===== src/prts_pkg.sv =====
`timescale 1ns / 1ps

package prts_pkg;

	localparam int TASK_SLOTS_DEF  = 16;
	localparam int PRIO_LEVELS_DEF = 16;

	localparam int MODE_W  = 2;
	localparam int INDEX_W = 4;
	localparam int STATE_W = 3;
	localparam int PRIO_W  = 4;
	localparam int SLEEP_W = 32;

	// item modes
	localparam logic [MODE_W-1:0] MODE_SCHED = 2'd0;
	localparam logic [MODE_W-1:0] MODE_TICK  = 2'd1;
	localparam logic [MODE_W-1:0] MODE_WRITE = 2'd2;
	localparam logic [MODE_W-1:0] MODE_NONE  = 2'd3;

	// task states
	localparam logic [STATE_W-1:0] ST_INVALID = 3'd0;
	localparam logic [STATE_W-1:0] ST_READY   = 3'd1;
	localparam logic [STATE_W-1:0] ST_DELAYED = 3'd2;
	localparam logic [STATE_W-1:0] ST_BLOCKED = 3'd3;
	localparam logic [STATE_W-1:0] ST_STOPPED = 3'd4;

	// register file
	localparam int                  CFG_ADDR_W     = 3;
	localparam int                  CFG_DATA_W     = 32;
	localparam logic [CFG_ADDR_W-1:0] CFG_ADDR_PMODE = 3'd0;

	typedef struct packed {
		logic [MODE_W-1:0]  mode;
		logic [INDEX_W-1:0] task_index;
		logic [STATE_W-1:0] task_state;
		logic [PRIO_W-1:0]  task_priority;
		logic [SLEEP_W-1:0] sleep_ticks;
	} sched_cmd_t;

	typedef struct packed {
		logic [INDEX_W-1:0] chosen_task;
		logic               found;
	} sched_result_t;

	typedef enum logic [2:0] {
		S_IDLE,
		S_BEST,
		S_PICK,
		S_SEARCH,
		S_TICK
	} sched_state_t;

	typedef enum logic [1:0] {
		OP_BEST,
		OP_MATCH_LVL,
		OP_MATCH_ANY,
		OP_TICK
	} scan_op_t;

	typedef struct packed {
		scan_op_t          op;
		logic              any;
		logic [PRIO_W-1:0] best;
	} scan_ctl_t;

	typedef struct packed {
		logic               take_best;
		logic               hit;
		logic               wake;
		logic               dec;
		logic [SLEEP_W-1:0] sleep_next;
	} scan_res_t;

endpackage


===== src/prts_entry_store.sv =====
`timescale 1ns / 1ps

module prts_entry_store #(
	parameter int TASK_SLOTS = prts_pkg::TASK_SLOTS_DEF
) (
	input  logic                          clk,
	input  logic                          arst_n,
	input  logic [$clog2(TASK_SLOTS)-1:0] rd_addr,
	output logic [prts_pkg::STATE_W-1:0]  rd_state_s1,
	output logic [prts_pkg::PRIO_W-1:0]   rd_prio_s1,
	output logic [prts_pkg::SLEEP_W-1:0]  rd_sleep_s1,
	input  logic                          st_we,
	input  logic [$clog2(TASK_SLOTS)-1:0] st_waddr,
	input  logic [prts_pkg::STATE_W-1:0]  st_wdata,
	input  logic                          mem_we,
	input  logic [$clog2(TASK_SLOTS)-1:0] mem_waddr,
	input  logic [prts_pkg::PRIO_W-1:0]   mem_wprio,
	input  logic [prts_pkg::SLEEP_W-1:0]  mem_wsleep
);
	import prts_pkg::*;

	localparam int MEM_W = PRIO_W + SLEEP_W;

	logic [STATE_W-1:0] state_q [TASK_SLOTS];
	logic [MEM_W-1:0]   mem_q   [TASK_SLOTS];
	logic [MEM_W-1:0]   mem_rd_s1;

	// task states reset to invalid, priority and sleep live in plain memory
	always_ff @(posedge clk or negedge arst_n) begin
		if (!arst_n) begin
			for (int i = 0; i < TASK_SLOTS; i++) begin
				state_q[i] <= ST_INVALID;
			end
			rd_state_s1 <= ST_INVALID;
		end else begin
			if (st_we) begin
				state_q[st_waddr] <= st_wdata;
			end
			rd_state_s1 <= state_q[rd_addr];
		end
	end

	always_ff @(posedge clk) begin
		if (mem_we) begin
			mem_q[mem_waddr] <= {mem_wprio, mem_wsleep};
		end
		mem_rd_s1 <= mem_q[rd_addr];
	end

	assign rd_prio_s1  = mem_rd_s1[MEM_W-1:SLEEP_W];
	assign rd_sleep_s1 = mem_rd_s1[SLEEP_W-1:0];

endmodule


===== src/prts_scan_unit.sv =====
`timescale 1ns / 1ps

module prts_scan_unit (
	input  prts_pkg::scan_ctl_t           ctl,
	input  logic [prts_pkg::STATE_W-1:0]  entry_state,
	input  logic [prts_pkg::PRIO_W-1:0]   entry_prio,
	input  logic [prts_pkg::SLEEP_W-1:0]  entry_sleep,
	output prts_pkg::scan_res_t           res
);
	import prts_pkg::*;

	logic ready;
	logic delayed;

	assign ready   = (entry_state == ST_READY);
	assign delayed = (entry_state == ST_DELAYED);

	always_comb begin
		res            = '0;
		res.sleep_next = entry_sleep - SLEEP_W'(1);
		unique case (ctl.op)
			OP_BEST: begin
				res.take_best = ready && (!ctl.any || (entry_prio < ctl.best));
			end
			OP_MATCH_LVL: begin
				res.hit = ready && (entry_prio == ctl.best);
			end
			OP_MATCH_ANY: begin
				res.hit = ready;
			end
			OP_TICK: begin
				res.wake = delayed && (entry_sleep == '0);
				res.dec  = delayed && (entry_sleep != '0);
			end
		endcase
	end

endmodule


===== src/priority_round_robin_task_scheduler_unit.sv =====
// channel  | handshake               | payload            | notes
// ---------+-------------------------+--------------------+------------------------------
// command  | start in, busy out      | cmd   (sched_cmd_t)| taken when start && !busy
// result   | done out                | result (sched_result_t) | one word per command, 1 cycle
// config   | psel/penable/pwrite/... | pwdata, prdata     | priority_mode at byte addr 0
//
// write and unused-mode commands: result word in the cycle after the command
// tick: one table entry read and updated per cycle
// schedule, plain mode: the search stops at the first hit or after the last slot
// schedule, priority mode: a pass over the whole table finds the best ready priority,
//   then, if any task is ready, a search of that level stops at the first hit;
//   the task table has a single read port and is read one entry a cycle
// reset invalidates all tasks, zeroes the level pointers, parks the plain pointer on
//   the last slot and sets priority_mode; the result receiver cannot stall
`timescale 1ns / 1ps

module priority_round_robin_task_scheduler_unit #(
	parameter int TASK_SLOTS      = prts_pkg::TASK_SLOTS_DEF,
	parameter int PRIORITY_LEVELS = prts_pkg::PRIO_LEVELS_DEF
) (
	input  logic                              clk,
	input  logic                              arst_n,
	input  logic                              start,
	output logic                              busy,
	input  prts_pkg::sched_cmd_t              cmd,
	output logic                              done,
	output prts_pkg::sched_result_t           result,
	input  logic                              psel,
	input  logic                              penable,
	input  logic                              pwrite,
	input  logic [prts_pkg::CFG_ADDR_W-1:0]   paddr,
	input  logic [prts_pkg::CFG_DATA_W-1:0]   pwdata,
	output logic [prts_pkg::CFG_DATA_W-1:0]   prdata,
	output logic                              pready
);
	import prts_pkg::*;

	localparam int SLOT_W = $clog2(TASK_SLOTS);
	localparam int CNT_W  = $clog2(TASK_SLOTS + 1);
	localparam int LVL_W  = $clog2(PRIORITY_LEVELS);
	localparam logic [SLOT_W-1:0] LAST_SLOT = SLOT_W'(TASK_SLOTS - 1);
	localparam logic [PRIO_W-1:0] LAST_PRIO = PRIO_W'(PRIORITY_LEVELS - 1);

	// sequencer state
	sched_state_t      fsm_q, fsm_d;
	logic [CNT_W-1:0]  cnt_q;
	logic [SLOT_W-1:0] addr_q;
	logic              use_prio_q;
	logic              any_q;
	logic [PRIO_W-1:0] best_q;

	// scan pipeline, one entry in flight behind the table read
	logic              valid_s1;
	logic              last_s1;
	logic [SLOT_W-1:0] idx_s1;

	// round-robin pointers
	logic [SLOT_W-1:0] level_ptr_q [PRIORITY_LEVELS];
	logic [SLOT_W-1:0] plain_ptr_q;
	logic [SLOT_W-1:0] level_ptr_rd;

	logic          prio_mode_q;
	logic          done_q;
	sched_result_t result_q;

	// table read data
	logic [STATE_W-1:0] rd_state_s1;
	logic [PRIO_W-1:0]  rd_prio_s1;
	logic [SLEEP_W-1:0] rd_sleep_s1;

	// control decoded from the state
	scan_ctl_t ctl;
	scan_res_t res;
	logic      accept;
	logic      issue;
	logic      finish;
	logic      hit_take;
	logic      scan_end;

	// command write decode
	logic               wr_cmd;
	logic               wr_in_range;
	logic [STATE_W-1:0] wr_state;
	logic [PRIO_W-1:0]  wr_prio;

	// table write ports
	logic               st_we;
	logic [SLOT_W-1:0]  st_waddr;
	logic [STATE_W-1:0] st_wdata;
	logic               mem_we;
	logic [SLOT_W-1:0]  mem_waddr;
	logic [PRIO_W-1:0]  mem_wprio;
	logic [SLEEP_W-1:0] mem_wsleep;

	logic cfg_wr;
	logic pmode_sel;

	assign busy   = (fsm_q != S_IDLE);
	assign accept = start && !busy;
	assign done   = done_q;
	assign result = result_q;

	// ------------------------------------------------------------------
	// configuration port
	// ------------------------------------------------------------------
	// registers sit on word addresses, the low two byte bits are ignored
	assign pready    = 1'b1;
	assign cfg_wr    = psel && penable && pwrite && pready;
	assign pmode_sel = (paddr[CFG_ADDR_W-1:2] == CFG_ADDR_PMODE[CFG_ADDR_W-1:2]);
	assign prdata    = pmode_sel ? {{(CFG_DATA_W-1){1'b0}}, prio_mode_q} : '0;

	always_ff @(posedge clk or negedge arst_n) begin
		if (!arst_n) begin
			prio_mode_q <= 1'b1;
		end else if (cfg_wr && pmode_sel) begin
			prio_mode_q <= pwdata[0];
		end
	end

	// ------------------------------------------------------------------
	// write command: clamp state and priority, drop out-of-range slots
	// ------------------------------------------------------------------
	assign wr_cmd      = accept && (cmd.mode == MODE_WRITE);
	assign wr_in_range = (32'(cmd.task_index) < TASK_SLOTS);
	assign wr_state    = (cmd.task_state > ST_STOPPED) ? ST_STOPPED : cmd.task_state;
	assign wr_prio     = (32'(cmd.task_priority) >= PRIORITY_LEVELS) ? LAST_PRIO
	                                                                  : cmd.task_priority;

	// ------------------------------------------------------------------
	// task table and the shared compare/decrement unit
	// ------------------------------------------------------------------
	prts_entry_store #(
		.TASK_SLOTS (TASK_SLOTS)
	) u_store (
		.clk         (clk),
		.arst_n      (arst_n),
		.rd_addr     (addr_q),
		.rd_state_s1 (rd_state_s1),
		.rd_prio_s1  (rd_prio_s1),
		.rd_sleep_s1 (rd_sleep_s1),
		.st_we       (st_we),
		.st_waddr    (st_waddr),
		.st_wdata    (st_wdata),
		.mem_we      (mem_we),
		.mem_waddr   (mem_waddr),
		.mem_wprio   (mem_wprio),
		.mem_wsleep  (mem_wsleep)
	);

	prts_scan_unit u_scan (
		.ctl         (ctl),
		.entry_state (rd_state_s1),
		.entry_prio  (rd_prio_s1),
		.entry_sleep (rd_sleep_s1),
		.res         (res)
	);

	// a write command writes its slot; a tick writes back the entry that just came out of the table
	always_comb begin
		st_we      = 1'b0;
		st_waddr   = idx_s1;
		st_wdata   = ST_READY;
		mem_we     = 1'b0;
		mem_waddr  = idx_s1;
		mem_wprio  = rd_prio_s1;
		mem_wsleep = res.sleep_next;
		if (wr_cmd) begin
			st_we      = wr_in_range;
			st_waddr   = SLOT_W'(cmd.task_index);
			st_wdata   = wr_state;
			mem_we     = wr_in_range;
			mem_waddr  = SLOT_W'(cmd.task_index);
			mem_wprio  = wr_prio;
			mem_wsleep = cmd.sleep_ticks;
		end else if (fsm_q == S_TICK && valid_s1) begin
			st_we  = res.wake;
			mem_we = res.dec;
		end
	end

	// ------------------------------------------------------------------
	// sequencer: next state
	// ------------------------------------------------------------------
	assign scan_end = valid_s1 && last_s1;

	always_comb begin
		fsm_d = fsm_q;
		unique case (fsm_q)
			S_IDLE: begin
				if (accept && cmd.mode == MODE_SCHED) begin
					fsm_d = prio_mode_q ? S_BEST : S_SEARCH;
				end else if (accept && cmd.mode == MODE_TICK) begin
					fsm_d = S_TICK;
				end
			end
			S_BEST: begin
				if (scan_end) begin
					fsm_d = S_PICK;
				end
			end
			S_PICK: begin
				fsm_d = any_q ? S_SEARCH : S_IDLE;
			end
			S_SEARCH: begin
				if (valid_s1 && (res.hit || last_s1)) begin
					fsm_d = S_IDLE;
				end
			end
			S_TICK: begin
				if (scan_end) begin
					fsm_d = S_IDLE;
				end
			end
			default: begin
				fsm_d = S_IDLE;
			end
		endcase
	end

	// ------------------------------------------------------------------
	// sequencer: outputs
	// ------------------------------------------------------------------
	always_comb begin
		ctl.any  = any_q;
		ctl.best = best_q;
		ctl.op   = OP_BEST;
		issue    = 1'b0;
		finish   = 1'b0;
		hit_take = 1'b0;
		unique case (fsm_q)
			S_IDLE: begin
			end
			S_BEST: begin
				issue = (cnt_q < CNT_W'(TASK_SLOTS));
			end
			S_PICK: begin
				finish = !any_q;
			end
			S_SEARCH: begin
				ctl.op   = use_prio_q ? OP_MATCH_LVL : OP_MATCH_ANY;
				issue    = (cnt_q < CNT_W'(TASK_SLOTS));
				hit_take = valid_s1 && res.hit;
				finish   = valid_s1 && (res.hit || last_s1);
			end
			S_TICK: begin
				ctl.op = OP_TICK;
				issue  = (cnt_q < CNT_W'(TASK_SLOTS));
				finish = scan_end;
			end
			default: begin
			end
		endcase
	end

	assign level_ptr_rd = level_ptr_q[LVL_W'(best_q)];

	// ------------------------------------------------------------------
	// sequencer registers
	// ------------------------------------------------------------------
	always_ff @(posedge clk or negedge arst_n) begin
		if (!arst_n) begin
			fsm_q      <= S_IDLE;
			cnt_q      <= '0;
			addr_q     <= '0;
			use_prio_q <= 1'b0;
			any_q      <= 1'b0;
			best_q     <= '0;
			valid_s1   <= 1'b0;
			last_s1    <= 1'b0;
			idx_s1     <= '0;
		end else begin
			fsm_q    <= fsm_d;
			valid_s1 <= issue;
			last_s1  <= (cnt_q == CNT_W'(TASK_SLOTS - 1));
			idx_s1   <= addr_q;

			priority if (accept) begin
				cnt_q      <= '0;
				any_q      <= 1'b0;
				use_prio_q <= prio_mode_q;
				// plain search starts just past the plain pointer
				if (cmd.mode == MODE_SCHED && !prio_mode_q) begin
					addr_q <= (plain_ptr_q == LAST_SLOT) ? '0 : plain_ptr_q + SLOT_W'(1);
				end else begin
					addr_q <= '0;
				end
			end else if (fsm_q == S_PICK) begin
				// level search starts just past that level's pointer
				cnt_q  <= '0;
				addr_q <= (level_ptr_rd == LAST_SLOT) ? '0 : level_ptr_rd + SLOT_W'(1);
			end else if (issue) begin
				cnt_q  <= cnt_q + CNT_W'(1);
				addr_q <= (addr_q == LAST_SLOT) ? '0 : addr_q + SLOT_W'(1);
			end

			// best priority among ready entries
			if (fsm_q == S_BEST && valid_s1 && res.take_best) begin
				best_q <= rd_prio_s1;
				any_q  <= 1'b1;
			end
		end
	end

	// pointer moves to the chosen entry; nothing moves on a miss
	always_ff @(posedge clk or negedge arst_n) begin
		if (!arst_n) begin
			for (int i = 0; i < PRIORITY_LEVELS; i++) begin
				level_ptr_q[i] <= '0;
			end
			plain_ptr_q <= LAST_SLOT;
		end else if (hit_take) begin
			if (use_prio_q) begin
				level_ptr_q[LVL_W'(best_q)] <= idx_s1;
			end else begin
				plain_ptr_q <= idx_s1;
			end
		end
	end

	// ------------------------------------------------------------------
	// result word, one cycle strobe
	// ------------------------------------------------------------------
	always_ff @(posedge clk or negedge arst_n) begin
		if (!arst_n) begin
			done_q   <= 1'b0;
			result_q <= '0;
		end else begin
			done_q <= finish || (accept && (cmd.mode == MODE_WRITE || cmd.mode == MODE_NONE));
			if (hit_take) begin
				result_q.chosen_task <= INDEX_W'(idx_s1);
				result_q.found       <= 1'b1;
			end else begin
				result_q <= '0;
			end
		end
	end

endmodule


===== config.mk =====
export PLATFORM = sky130hd
export DESIGN_NAME = priority_round_robin_task_scheduler_unit
export DESIGN_NICKNAME = d
export VERILOG_FILES = /design/src/prts_pkg.sv /design/src/prts_entry_store.sv /design/src/prts_scan_unit.sv /design/src/priority_round_robin_task_scheduler_unit.sv
export SDC_FILE = /design/constraint.sdc
export NUM_CORES = 1
export LEC_CHECK = 0
export ABC_CLOCK_PERIOD_IN_PS = 10100
export BUFFER_PORTS_ARGS = -buffer_cell sky130_fd_sc_hd__buf_2
export CAP_MARGIN = 10
export CORE_MARGIN = 1.5
export CORE_UTILIZATION = 45
export CTS_CLUSTER_SIZE = 20
export DETAILED_ROUTE_END_ITERATION = 8
export PLACE_DENSITY_LB_ADDON = 0.15
export SETUP_SLACK_MARGIN = 0.15
export SKIP_CTS_REPAIR_TIMING = 1
export SYNTH_ARGS = -nofsm -noshare
export SYNTH_HDL_FRONTEND = slang
export SYNTH_SLANG_ARGS = --single-unit
export TNS_END_PERCENT = 30

===== constraint.sdc =====
create_clock -name clk -period 10.1 [get_ports clk]
set_input_delay 0.505 -clock clk [delete_from_list [all_inputs] [get_ports clk]]
set_output_delay 0.505 -clock clk [all_outputs]
set_load 0.01 [all_outputs]

Word level (Yosys, flattened, before mapping). Memory sizes are Yosys's and may differ from the RTL's. A register that Yosys moved wholly into a read port is not among the register bits. Cells that the tools add are included.

Memory bits (writable): 576. Logic and storage cells: 180. Memories: 1. Bits of input ports: 86. Output and inout port bits: 40. Bits in registers: 150.

Memories: u_store.mem_q (depth 16, bits a word 36, read ports 1, clocked after Yosys merged registers in 1, wr ports 1, line prts_entry_store.sv:25) `logic [MEM_W-1:0] mem_q [TASK_SLOTS];`.

Bitwise operators: 5. Reduce and logical (&&, ||, !) cells: 40. Magnitude comparators: 8. Add/sub/neg operators: 5. Eq/ne operators: 21. Muxes and demuxes: 53.

Operators with widths (number): bitwise mux 64 bit (1); bitwise mux 48 bit (1); 2-to-1 mux 4 bit (12); zero test 32 bit (1); 2-to-1 mux 32 bit (1); nonzero test 32 bit (1); subtractor 32 x 1 -> 32 bit, second input constant (1); 2-to-1 mux 3 bit (10); logical AND 1 bit (21); 2-to-1 mux 5 bit (4); binary-select mux 4 bit (select 4 bit) (1); demux 4 bit (select 4 bit) (1); >= comparator 5 bit, second input constant (3); inverter 4 -> 5 bit (3); one-hot mux 3 bit (5 select lines) (1); adder 4 x 1 -> 4 bit, second input constant (3); binary-select mux 3 bit (select 4 bit) (1); demux 3 bit (select 4 bit) (1); == test 4 bit, second input constant (3); 2-to-1 mux 1 bit (12); less-than comparator 5 x 1 -> 1 bit, second input constant (2); == test 3 x 2 -> 1 bit, second input constant (3); == test 2 bit, second input constant (4); 2-to-1 mux 2 bit (4); other kinds (24) (37).

Longest topological paths before layout.
Depth in word-level cells: 11. Gate-level depth with buffers: 12. Depth with buffers taken out: 10.

Modules after synthesis. Synthesis repeated with hierarchy kept, for this count alone.

Cells, all modules: 1729. Area, all modules: 31008.5 sq um.

By module, submodules not included: prts_entry_store (times used 1, cells an instance 1091, area an instance 24641.1 sq um); priority_round_robin_task_scheduler_unit (times used 1, cells an instance 524, area an instance 5535.3 sq um); prts_scan_unit (times used 1, cells an instance 114, area an instance 832.0 sq um).

Worst setup path before layout. No wires, ideal clock.

Kind: reg2reg. From: register fsm_q[1]. To: memory u_store.mem_q[2][0] (netlist name) (enable). Stages on the path, launching flop included: 8. Slack: 5220 ps. Data required time: 9626 ps. Arrival time: 4405 ps. Clock period less this slack: 4880 ps. Cells stage by stage: dfrtp_1 -> clkbuf_1 -> nor4b_2 -> nand3b_1 -> clkbuf_1 -> clkbuf_1 -> o31a_1 -> nor3_1.

Word-level cells in the longest chain between the ends: 8. Elaborated cells on any way between the ends: 15.

RTL lines: start: declaration (line priority_round_robin_task_scheduler_unit.sv:45) `sched_state_t fsm_q, fsm_d;`; start signal: assignment (line priority_round_robin_task_scheduler_unit.sv:272) `fsm_q <= fsm_d;`; == test 3 bit / == test 3 x 2 -> 1 bit (equally long branches) (line priority_round_robin_task_scheduler_unit.sv:175, priority_round_robin_task_scheduler_unit.sv:230); one-hot mux 2 bit (2 select lines) (line priority_round_robin_task_scheduler_unit.sv:230) `unique case (fsm_q)`; == test 2 bit (line prts_scan_unit.sv:21) `unique case (ctl.op)`; 2-to-1 mux 2 bit (line prts_scan_unit.sv:21); 2-to-1 mux 1 bit (line priority_round_robin_task_scheduler_unit.sv:175) `end else if (fsm_q == S_TICK && valid_s1) begin`; 2-to-1 mux 1 bit (line priority_round_robin_task_scheduler_unit.sv:167) `if (wr_cmd) begin`; 2-to-1 mux 1 bit (line prts_entry_store.sv:44) `if (mem_we) begin`; 2-to-1 mux 1 bit (implied by the code) (line prts_entry_store.sv:45) `mem_q[mem_waddr] <= {mem_wprio, mem_wsleep};`; end: declaration (line prts_entry_store.sv:25).

Parallel ways exist; a longest one is shown, timed or not.

Worst setup path in the final report.
From: register fsm_q[0]. To: memory u_store.mem_q[15][5] (netlist name) (enable).

Same word-level chain as after synthesis.

==> results_dict.tcl <==
set metrics [dict create \
    netlist.top_cell.by_area "edfxtp_1" \
    rsz0062_at_grt "no" \
    grt_pass1_vias 16303 \
    cts_tree "done" \
    layout.cells.most_common "edfxtp_1" \
    dp_cells 2582 \
    firstDrtPassIters 5 \
    drv_cap 0 \
    end_kind "flip-flop" \
    setup_tns_ns 0 \
    utilization_pct 51.73 \
    setup_viol_count_final 0 \
    p_switching_w 0.002800 \
    yosysSeqAreaShare_pct 70.73 \
    leakagePower_nw 12.10 \
    pwr-share-comb_pct 25.1 \
    status "complete, no violations" \
    clockBufferDepth 3 \
    layout.cells.non_filler 2735 \
    hpwl_um 35470 \
    start_util_pct 45.68 \
    synth_flop_cell "edfxtp_1" \
    synth.area.top_cells "edfxtp_1 56%, mux4_2 15%, dfrtp_1 12%, dfxtp_1 2.3%, mux2_2 1.4%" \
    diodes 0 \
    yosysWarnings 0 \
    place_congestion 0.8203 \
    synth-seq-cells 762 \
    crit_fanout 61 \
    crit_chain "or4b_1 -> nor3b_2 -> buf_4 -> nand3_1 -> o31ai_1 -> nand2_1 -> nor2_4 -> buf_4" \
    crit_path_frequent_cell "buf_4" \
    drc 0 \
    die-area_um2 70000 \
    nFillCells 5433 \
    syn_area_per_cell_um2 18.35 \
    fin_crit_ns 4.449 \
    syn_area_um2 30790 \
    critPathSlowestCell "buf_4" \
    critPathLaunchType "flip-flop" \
    final_cell_mix "576 x edfxtp_1, 211 x mux4_2, 141 x dfrtp_1" \
    slew_violations 0 \
    async_flop_share_pct 19.69 \
    synth-edff-count 576 \
    avgViaCountPerCell 5.737 \
    io_pins 126 \
    layout-area-overhead-vs-synth_pct 13.23 \
    grt_usage_pct 20.28 \
    grt_pass1_wl_um 103800 \
    ctsRootBufferMaster "clkbuf_16" \
    fin_skew_ns 0.03961 \
    antenna_found_initial 0 \
    clkSlewWorstSetupHoldPaths_ns 0.05 \
    max_freq_mhz 224.8 \
    worst_slew_pin_slew_ns 1.161 \
    cts_sinks 762 \
    crit_arrival_ns 4.71 \
    p_int_w 0.006765 \
    pwr-share-clk_pct 29.5 \
    core_um2 67400 \
    grt_max_degree 89 \
    seqPwrFrac_pct 45.4 \
    io_buffers 60 \
    grt_overflow 0 \
    cts_buffers 80 \
    num_vias 15690 \
    synth_top_area_share_pct 56.18 \
    totalWireLength_um 69400 \
    nNetsFinal 1896 \
    cp.required_ns 10.36 \
    rows 95 \
    drive_gt1_share_pct 28.09 \
    fp.dieH_um 264.6 \
    crit_type "reg2reg" \
    drtIter0Drc 1450 \
    synth_cell_type_count 66 \
    routedWlPerCell_um 25.37 \
    syn_inst 1678 \
    ir_drop_mv 0.1597 \
    hold_violations 0 \
    htreeDepth 3 \
    power.density_nw_per_um2 274.4 \
    die_x_um 264.6 \
    max_stage_delay_ns 0.72 \
    hold_class "in2reg" \
    swShare_pct 29.28 \
    clk_latency_ns 0.64 \
    slew_headroom_pct 22.26 \
    ant_nets 0 \
    post-route-period-util_pct 44.05 \
]
[cell families (layout without fill, tap and decap cells)]
kind of cell / after synthesis / in the layout / synth area share [%]
AOI/OAI and AO/OA: 172 / 172 / 3.499
buffers and inverters: 146 / 300 / 2.227
and+or+nand+nor: 283 / 283 / 4.564
muxes: 267 / 267 / 17.48
xor gates and xnor gates: 32 / 32 / 0.9103
DFF: 762 / 762 / 70.73
adders and majority gates: 14 / 14 / 0.5689
other: 2 / 32 / 0.02439
[worst paths after layout]
kind | from | end | slack [ns] | cells past startpoint
worst max-delay path | fsm_q[0] | u_store.mem_q[15][5] | 5.65 | 8
worst min-delay path | pwdata[0] | prio_mode_q | 0.13 | 2
max in group asynchronous | arst_n | plain_ptr_q[2] | 8.42 | 4
worst max register to register | fsm_q[0] | u_store.mem_q[15][5] | 5.65 | 8
worst min register to register | level_ptr_q[54] | level_ptr_q[54] | 0.48 | 2
min in group asynchronous | arst_n | fsm_q[0] | 0.44 | 2
[worst max-delay path, delay by kind of cell (launching register included)]
family	cells	cell delay (ns)
flip-flops	1	0.51
buffers and inverters	2	1.37
AND/OR/NAND/NOR	5	1.87
AO/OA/AOI/OAI	1	0.26
[metrics by stage]
step / total power [W] / hold slack, ns / setup WS [ns] / cell area (µm²)
final: 0.009565 / 0.1256 / 5.651 / 34860
after global routing: 0.01001 / 0.1067 / 5.414 / 34860
after CTS: 0.009673 / -0.1499 / 5.623 / 34800
after detailed placement: 0.006835 / 0.4647 / 5.638 / 32270
after global placement: 0.006767 / 0.4566 / 5.677 / 32270
after floorplan: 0.006064 / 0.2094 / 5.220 / 30900
[layout make-up]
class                           instances  area, µm²  area share, %
Multi-Input combinational cell        800       8552          24.53
Clock buffer                          117       2242          6.431
Inverter                               34      127.6         0.3661
Timing Repair Buffer                  118      764.5          2.193
Sequential cell                       762      21790          62.50
Tap cell                              873       1092          3.133
Clock inverter                         31      294.0         0.8434
[cells in the mapped netlist, drive strengths merged (9+ instances only)]
library cell,instances
edfxtp,576
mux4,211
dfrtp,145
nand2,106
o21ai,79
clkbuf,58
mux2,55
buf,54
nor2,54
dfxtp,36
inv,34
nand3,23
nor3,23
xnor2,23
a21oi,17
ha,14
nor4,13
a22oi,12
and3,11
o22a,11
o22ai,11
nor2b,10
a31oi,9
xor2,9
[power groups by stage]
| stage | Clock [W] | Sequential, W | Combinational (W) |
|---|---|---|---|
| 2_1_floorplan | 0 | 0.00422 | 0.00185 |
| 4_1_cts | 0.00289 | 0.00435 | 0.00243 |
| 5_1_grt | 0.00300 | 0.00439 | 0.00262 |
| 3_5_place_dp | 0 | 0.00441 | 0.00242 |
| 3_3_place_gp | 0 | 0.00440 | 0.00237 |
| 6_report | 0.00282 | 0.00435 | 0.00240 |
[sequential cells by signal (all words and copies together), names as in the netlist]
signal	count
use_prio_q	1
level_ptr_q	64
cnt_q	5
addr_q	4
last_s1	1
fsm_q	3
done	1
u_store.mem_rd_s1	36
u_store.state_q	48
plain_ptr_q	4
result	5
u_store.mem_q	576
best_q	4
valid_s1	1
u_store.rd_state_s1	3
prio_mode_q	1
any_q	1
idx_s1	4
[metal layers]
layer / share of wire, % / global-route usage, % / vias to the layer above
li1: - / - / 6882
met1: 42 / 27.04 / 8281
met2: 51 / 34.44 / 404
met3: 4.5 / 3.103 / 123
met4: 2.5 / 6.400 / 0
met5: 0 / 0 / -
(Power assumes the default switching activity.)
